--- config.mk ---
export PLATFORM = sky130hd
export DESIGN_NAME = incremental_pd_velocity_control
export DESIGN_NICKNAME = d
export VERILOG_FILES = /design/src/pdvc_pkg.sv /design/src/pdvc_csr.sv /design/src/pdvc_datapath.sv /design/src/incremental_pd_velocity_control.sv
export SDC_FILE = /design/constraint.sdc
export NUM_CORES = 2
export LEC_CHECK = 0
export ABC_AREA = 1
export BUFFER_PORTS_ARGS = -buffer_cell sky130_fd_sc_hd__buf_2
export CORE_ASPECT_RATIO = 2
export CORE_MARGIN = 8
export CORE_UTILIZATION = 55
export CTS_CLUSTER_DIAMETER = 40
export DETAILED_ROUTE_END_ITERATION = 16
export GPL_ROUTABILITY_DRIVEN = 1
export PLACE_DENSITY = 0.74
export SKIP_LAST_GASP = 1
export SLEW_MARGIN = 10
export SYNTH_ARGS = -nofsm -noshare
export SYNTH_HDL_FRONTEND = slang
export SYNTH_SLANG_ARGS = --single-unit
--- constraint.sdc ---
create_clock -name clock -period 10.2 [get_ports clock]
set_clock_uncertainty 0.1 [all_clocks]
set_input_delay 1.53 -clock clock [delete_from_list [all_inputs] [get_ports clock]]
set_output_delay 1.53 -clock clock [all_outputs]
set_load 0.02 [all_outputs]
--- src/pdvc_pkg.sv ---
package pdvc_pkg;

   // Field widths
   localparam int SPEED_BITS = 12;
   localparam int FRAC_BITS  = 24;
   localparam int GAIN_BITS  = 24;
   localparam int START_BITS = 13;
   localparam int DRIVE_BITS = 7;

   // Derived datapath widths
   localparam int ERR_BITS   = SPEED_BITS + 1;
   localparam int DELTA_BITS = ERR_BITS + 1;
   localparam int ACC_BITS   = DRIVE_BITS + FRAC_BITS;
   localparam int SUM_BITS   = DELTA_BITS + GAIN_BITS + 2;

   // Drive ceiling, integer part only
   localparam int DRIVE_MAX = 127;

   localparam logic [ACC_BITS-1:0] ACC_TOP = ACC_BITS'(DRIVE_MAX) << FRAC_BITS;
   localparam logic signed [SUM_BITS-1:0] SUM_TOP = SUM_BITS'(DRIVE_MAX) << FRAC_BITS;

   // Register reset values
   localparam logic [GAIN_BITS-1:0] PROP_GAIN_RESET  = GAIN_BITS'(3355);
   localparam logic [GAIN_BITS-1:0] DERIV_GAIN_RESET = GAIN_BITS'(2516582);
   localparam logic signed [START_BITS-1:0] START_PREV_ERROR_RESET = START_BITS'(3000);
   localparam logic signed [ERR_BITS-1:0] PREV_ERROR_RESET = ERR_BITS'(START_PREV_ERROR_RESET);

   // Control register port
   localparam int CSR_INDEX_BITS = 2;
   localparam int CSR_DATA_BITS  = GAIN_BITS;

   typedef enum logic [CSR_INDEX_BITS-1:0] {
      CSR_PROP_GAIN        = 2'd0,
      CSR_DERIV_GAIN       = 2'd1,
      CSR_START_PREV_ERROR = 2'd2
   } csr_index_type;

   typedef struct packed {
      logic [GAIN_BITS-1:0]         prop_gain;
      logic [GAIN_BITS-1:0]         deriv_gain;
      logic signed [START_BITS-1:0] start_prev_error;
   } cfg_type;

endpackage

--- src/pdvc_csr.sv ---
module pdvc_csr
   import pdvc_pkg::*;
(
   input  logic                      clock,
   input  logic                      reset,
   input  logic                      wr_en,
   input  logic [CSR_INDEX_BITS-1:0] wr_index,
   input  logic [CSR_DATA_BITS-1:0]  wr_data,
   output cfg_type                   cfg
);

   cfg_type cfg_ff;
   cfg_type cfg_in;

   always_comb begin
      cfg_in = cfg_ff;
      if (wr_en) begin
         case (wr_index)
            CSR_PROP_GAIN:        cfg_in.prop_gain = wr_data[GAIN_BITS-1:0];
            CSR_DERIV_GAIN:       cfg_in.deriv_gain = wr_data[GAIN_BITS-1:0];
            CSR_START_PREV_ERROR: cfg_in.start_prev_error = wr_data[START_BITS-1:0];
            default:              cfg_in = cfg_ff;
         endcase
      end
   end

   always_ff @(posedge clock) begin
      if (reset) begin
         cfg_ff.prop_gain        <= PROP_GAIN_RESET;
         cfg_ff.deriv_gain       <= DERIV_GAIN_RESET;
         cfg_ff.start_prev_error <= START_PREV_ERROR_RESET;
      end else begin
         cfg_ff <= cfg_in;
      end
   end

   assign cfg = cfg_ff;

endmodule

--- src/pdvc_datapath.sv ---
module pdvc_datapath
   import pdvc_pkg::*;
(
   input  logic                  clock,
   input  logic                  reset,
   input  logic                  step,
   input  logic [SPEED_BITS-1:0] measured_rpm,
   input  logic [SPEED_BITS-1:0] target_rpm,
   input  cfg_type               cfg,
   output logic [DRIVE_BITS-1:0] drive_next
);

   logic signed [ERR_BITS-1:0]   prev_error_ff;
   logic signed [ERR_BITS-1:0]   prev_error_in;
   logic [ACC_BITS-1:0]          drive_accum_ff;
   logic [ACC_BITS-1:0]          drive_accum_in;

   logic signed [ERR_BITS-1:0]   err;
   logic signed [DELTA_BITS-1:0] delta;
   logic signed [SUM_BITS-1:0]   err_w;
   logic signed [SUM_BITS-1:0]   delta_w;
   logic signed [SUM_BITS-1:0]   kp_w;
   logic signed [SUM_BITS-1:0]   kd_w;
   logic signed [SUM_BITS-1:0]   accum_w;
   logic signed [SUM_BITS-1:0]   sum;
   logic [ACC_BITS-1:0]          clamped;
   logic                         target_zero;

   assign err     = $signed({1'b0, target_rpm}) - $signed({1'b0, measured_rpm});
   assign delta   = DELTA_BITS'(err) - DELTA_BITS'(prev_error_ff);
   assign err_w   = SUM_BITS'(err);
   assign delta_w = SUM_BITS'(delta);
   assign kp_w    = SUM_BITS'($signed({1'b0, cfg.prop_gain}));
   assign kd_w    = SUM_BITS'($signed({1'b0, cfg.deriv_gain}));
   assign accum_w = SUM_BITS'($signed({1'b0, drive_accum_ff}));

   // velocity form: accumulate P on error plus D on error change
   assign sum = accum_w + err_w * kp_w + delta_w * kd_w;

   always_comb begin
      if (sum > SUM_TOP) begin
         clamped = ACC_TOP;
      end else if (sum[SUM_BITS-1]) begin
         clamped = '0;
      end else begin
         clamped = sum[ACC_BITS-1:0];
      end
   end

   assign target_zero = (target_rpm == '0);

   always_comb begin
      prev_error_in  = prev_error_ff;
      drive_accum_in = drive_accum_ff;
      if (step) begin
         if (target_zero) begin
            prev_error_in  = ERR_BITS'(cfg.start_prev_error);
            drive_accum_in = '0;
         end else begin
            prev_error_in  = err;
            drive_accum_in = clamped;
         end
      end
   end

   always_ff @(posedge clock) begin
      if (reset) begin
         prev_error_ff  <= PREV_ERROR_RESET;
         drive_accum_ff <= '0;
      end else begin
         prev_error_ff  <= prev_error_in;
         drive_accum_ff <= drive_accum_in;
      end
   end

   assign drive_next = drive_accum_in[ACC_BITS-1:FRAC_BITS];

`ifndef SYNTHESIS
   a_accum_ceiling: assert property (@(posedge clock) disable iff (reset)
      drive_accum_ff <= ACC_TOP)
      else $error("accumulator above drive ceiling");

   a_zero_target: assert property (@(posedge clock) disable iff (reset)
      step && target_zero |=> drive_accum_ff == '0 &&
         prev_error_ff == ERR_BITS'($past(cfg.start_prev_error)))
      else $error("zero target did not clear state");

   a_hold_idle: assert property (@(posedge clock) disable iff (reset)
      !step |=> $stable(drive_accum_ff) && $stable(prev_error_ff))
      else $error("state changed without a step");

   a_prev_tracks: assert property (@(posedge clock) disable iff (reset)
      step && !target_zero |=> prev_error_ff == $past(err))
      else $error("previous error not updated");
`endif

endmodule

--- src/incremental_pd_velocity_control.sv ---
// Velocity-form PD speed controller for a flywheel drive.
//
// Request channel (req_*): one beat carries a measured speed and the target
// speed. Each request beat yields exactly one response beat (rsp_drive, 0..127)
// in request order.
// Control port (csr_*): always ready; index 0 = proportional gain, 1 =
// derivative gain (both unsigned, 24 fraction bits), 2 = start value of the
// previous error (signed). Other indexes are dropped. Write only while idle.
//
// Path: a request beat passes the input register, then the gain
// multiply-accumulate and clamp into the response register.
// Throughput: one beat per cycle unless the response stalls.
//
// Reset (synchronous): gains and start value return to defaults, accumulator
// clears, previous error loads the start value, both pipeline stages empty.
// A zero target drives 0 and reloads the previous error from the start value.
// Response stall: the response register holds; the input register still
// takes one more beat, then req_stall rises until the response moves.
module incremental_pd_velocity_control
   import pdvc_pkg::*;
(
   input  logic                      clock,
   input  logic                      reset,

   input  logic                      req_valid,
   output logic                      req_stall,
   input  logic [SPEED_BITS-1:0]     req_measured_rpm,
   input  logic [SPEED_BITS-1:0]     req_target_rpm,

   output logic                      rsp_valid,
   input  logic                      rsp_stall,
   output logic [DRIVE_BITS-1:0]     rsp_drive,

   input  logic                      csr_valid,
   output logic                      csr_ready,
   input  logic [CSR_INDEX_BITS-1:0] csr_index,
   input  logic [CSR_DATA_BITS-1:0]  csr_data
);

   cfg_type cfg;

   // input stage
   logic                  in_valid_ff;
   logic                  in_valid_in;
   logic [SPEED_BITS-1:0] in_measured_ff;
   logic [SPEED_BITS-1:0] in_target_ff;

   // response stage
   logic                  rsp_valid_ff;
   logic                  rsp_valid_in;
   logic [DRIVE_BITS-1:0] rsp_drive_ff;
   logic [DRIVE_BITS-1:0] drive_next;

   logic out_move;
   logic step;
   logic req_take;

   assign csr_ready = 1'b1;

   pdvc_csr u_csr (
      .clock    (clock),
      .reset    (reset),
      .wr_en    (csr_valid & csr_ready),
      .wr_index (csr_index),
      .wr_data  (csr_data),
      .cfg      (cfg)
   );

   // response register free or emptying this cycle
   assign out_move  = !rsp_valid_ff || !rsp_stall;
   assign step      = in_valid_ff && out_move;
   assign req_stall = in_valid_ff && !out_move;
   assign req_take  = req_valid && !req_stall;

   pdvc_datapath u_datapath (
      .clock        (clock),
      .reset        (reset),
      .step         (step),
      .measured_rpm (in_measured_ff),
      .target_rpm   (in_target_ff),
      .cfg          (cfg),
      .drive_next   (drive_next)
   );

   always_comb begin
      in_valid_in = in_valid_ff;
      if (!req_stall) begin
         in_valid_in = req_valid;
      end
   end

   always_comb begin
      rsp_valid_in = rsp_valid_ff;
      if (out_move) begin
         rsp_valid_in = in_valid_ff;
      end
   end

   always_ff @(posedge clock) begin
      if (reset) begin
         in_valid_ff  <= 1'b0;
         rsp_valid_ff <= 1'b0;
      end else begin
         in_valid_ff  <= in_valid_in;
         rsp_valid_ff <= rsp_valid_in;
      end
   end

   always_ff @(posedge clock) begin
      if (req_take) begin
         in_measured_ff <= req_measured_rpm;
         in_target_ff   <= req_target_rpm;
      end
      if (step) begin
         rsp_drive_ff <= drive_next;
      end
   end

   assign rsp_valid = rsp_valid_ff;
   assign rsp_drive = rsp_drive_ff;

`ifndef SYNTHESIS
   a_stall_cause: assert property (@(posedge clock) disable iff (reset)
      req_stall |-> rsp_valid && rsp_stall && in_valid_ff)
      else $error("request stalled without a blocked response");

   a_step_fills: assert property (@(posedge clock) disable iff (reset)
      step |=> rsp_valid)
      else $error("step did not produce a response");

   a_blocked_hold: assert property (@(posedge clock) disable iff (reset)
      in_valid_ff && !out_move |=> in_valid_ff && $stable(in_target_ff))
      else $error("input stage lost a blocked beat");
`endif

endmodule

==> qor.txt <==
I/O Pins -> 65
element type at the critical path start -> register
Hold Fails Final Rpt -> 0
CTS Sinks -> 138
Clk pin slew, worst setup/hold paths -> 0.08 ns
Crit. End Element -> register
Die Ht -> 352 microns
dominant synthesized flop cell -> dfxtp_1
final core occ -> 67.7%
die area -> 0.0649 sq mm
initial core utilization -> 55.4%
Num CTS Buffers -> 17
first-pass GRT wire length -> 179 mm
Ys Warns -> 0
count of final setup violators -> 38
placed cells -> 5193
non-filler cells, final -> 5272
setup ws final -> -0.451 ns
crit-path max FO -> 7
Cells after Synth -> 4127
Yosys cell types -> 47
CTS tree -> yes
Crit path top cell by count -> nand2_2
Rows -> 123
ANT nets after route -> 0
post-synthesis async set-or-reset flop share -> 0%
FILL cells -> 4707
highest clock rate -> 0.0939 GHz
Avg Inst Size Synth -> 7.54 sq um
Routed WL -> 122 mm
CP required -> 10.32 ns
vias in the first global route -> 31535
DPL Wire Length -> 98.1 mm
Pre-antenna DRT Iters -> 8
most frequent cells in the layout -> nand2_1 (917), inv_1 (876), fa_1 (515)
clk buf depth -> 2
Die W -> 184 microns
Post-CTS Hold Buffers -> 0
synthesized area -> 0.0311 sq mm
Synth Register Bits -> 138
Final nets -> 5418
worst-margin pin slew -> 1.11 ns
worst path arrival time -> 10.77 ns
Synth-to-Final Area Change -> 22.2%
dpl ws -> -1.10 ns
layout cell share with drive strength beyond 1 -> 21.0%
outcome -> finished with violations
gpl congestion -> 1.05
peak per-stage delay on the critical path -> 0.60 ns
worst skew pair latency -> 0.47 ns
Post-synth EDFFs -> 31
Crit-path slowest cell -> fa_2
root buffer cell -> clkbuf_16
Iter 0 DRT Violations -> 2230
Final period util -> 104%
core area -> 0.0562 sq mm
failing checks -> negative setup slack
HP Class -> reg2reg
GRT overflow -> 0
min Tclk post-route -> 10.65 ns
Slew headroom -> 25.8%
htree depth -> 4
DR vias/cell -> 5.66
Finished Cell Area -> 0.0380 sq mm
syn_nets -> 5038
sequential fraction of the synthesis area -> 9.87%
Setup Crit Path Kind -> reg2reg
Max-Cap Viols -> 0
GRT Util Overall -> 37.5%
routed length per instance -> 23.0 microns
DRC -> 0
RSZ-0062 raised after global routing -> yes
vias after detailed routing -> 29837
I/O Buffers -> 63
initial antenna violation count -> 4
placed inst area -> 0.0349 sq mm
largest net degree at the start of global routing -> 71
Final Max Slew Viols -> 0
commonest non-fill, non-tap cell in the layout -> nand2_1
[per-layer routing]
metal / global-route usage, % / up-vias / part of all wire, %
li1: - / 13191 / -
met4: 40.2 / 0 / 14
met3: 7.38 / 708 / 7.0
met5: 0 / - / 0
met1: 33.8 / 14364 / 29
met2: 65.6 / 1574 / 50
[final cells by class]
| type | count | area, sq um | share of cell area, % |
|---|---|---|---|
| Inverter | 924 | 3480 | 9.15 |
| Antenna cell | 2 | 5.00 | 0.0132 |
| Tap cell | 750 | 938 | 2.47 |
| Timing Repair Buffer | 501 | 3890 | 10.2 |
| Clock buffer | 17 | 425 | 1.12 |
| Clock inverter | 15 | 174 | 0.457 |
| Multi-Input combinational cell | 2925 | 26000 | 68.5 |
| Sequential cell | 138 | 3070 | 8.08 |
[registers in the layout, indices dropped and copies added, names as in the netlist]
| register | count |
|---|---|
| rsp_drive | 7 |
| u_datapath.drive_accum_ff | 31 |
| in_target_ff | 12 |
| in_measured_ff | 12 |
| u_csr.cfg | 61 |
| in_valid_ff | 1 |
| rsp_valid | 1 |
| u_datapath.prev_error_ff | 13 |
[synthesized netlist by cell type, types with 2 or more instances]
library cell / count / area [sq um]
fa_1: 538 / 10800
a21o_1: 8 / 60.1
nand4_1: 43 / 269
o221ai_1: 11 / 96.3
clkbuf_1: 122 / 458
a31oi_1: 4 / 25.0
o211ai_1: 27 / 203
nand2_2: 5 / 31.3
buf_2: 10 / 50.1
o21ai_0: 93 / 465
xor2_1: 35 / 307
nor3_1: 17 / 85.1
nor4_1: 8 / 50.1
ha_1: 318 / 3980
edfxtp_1: 31 / 931
dfxtp_1: 107 / 2140
o21bai_1: 6 / 45.0
o21a_1: 8 / 60.1
and2_1: 3 / 18.8
buf_6: 4 / 45.0
or2_2: 14 / 87.6
o21ai_1: 12 / 60.1
buf_4: 4 / 30.0
a21boi_1: 2 / 15.0
xnor2_1: 40 / 350
o31ai_1: 3 / 22.5
nand3_1: 87 / 435
a21boi_0: 5 / 37.5
inv_1: 920 / 3450
nor2_2: 5 / 31.3
nand2_1: 1019 / 3820
o2111ai_1: 2 / 17.5
clkinv_1: 3 / 11.3
a21oi_1: 213 / 1070
nor2_1: 375 / 1410
nand3b_1: 14 / 105
[what timing repair did]
item                       in CTS  in global routing
gates resized for setup       319                213
setup endpoints to repair      38                 38
pin swaps                      90                140
setup buffers                  26                 14
gates cloned                    1                  5
[kinds of logic after synthesis]
| family | share of synthesized area (%) |
|---|---|
| AOI/OAI and AO/OA | 7.04 |
| other | 0.0120 |
| xor gates and xnor gates | 2.16 |
| adders and majority gates | 47.4 |
| and+or+nand+nor | 20.5 |
| DFF | 9.87 |
| buffers and inverters | 13.0 |
[critical path: cells and delay by family (launching register included)]
kind,cells,cell delay [ns]
fa+ha+maj,12,4.91
simple gates,23,2.43
flops,1,0.35
compound gates,9,1.22
xor+xnor,1,0.14
buf+inv,14,1.21
[per-stage QoR]
step           setup TNS [ns]  hold slack [ns]
2_1_floorplan               0            0.324
3_3_place_gp           -38.32            0.333
3_5_place_dp           -39.28            0.343
4_1_cts                 -7.02            0.361
5_1_grt                -32.04            0.374
6_report               -15.41            0.357
[worst paths after layout]
| path | slack, ns | from | cells after the start | to |
|---|---|---|---|---|
| worst min register to register | 0.36 | u_csr.cfg[8] | 2 | u_csr.cfg[8] |
| worst max register to register | -0.45 | in_target_ff[0] | 59 | rsp_drive[0] |
| worst min-delay path | 0.36 | u_csr.cfg[8] | 2 | u_csr.cfg[8] |
| worst max-delay path | -0.45 | in_target_ff[0] | 59 | rsp_drive[0] |
Power is not shown: default switching activity piles up to over one toggle a cycle in this logic, so the estimate is an artifact.
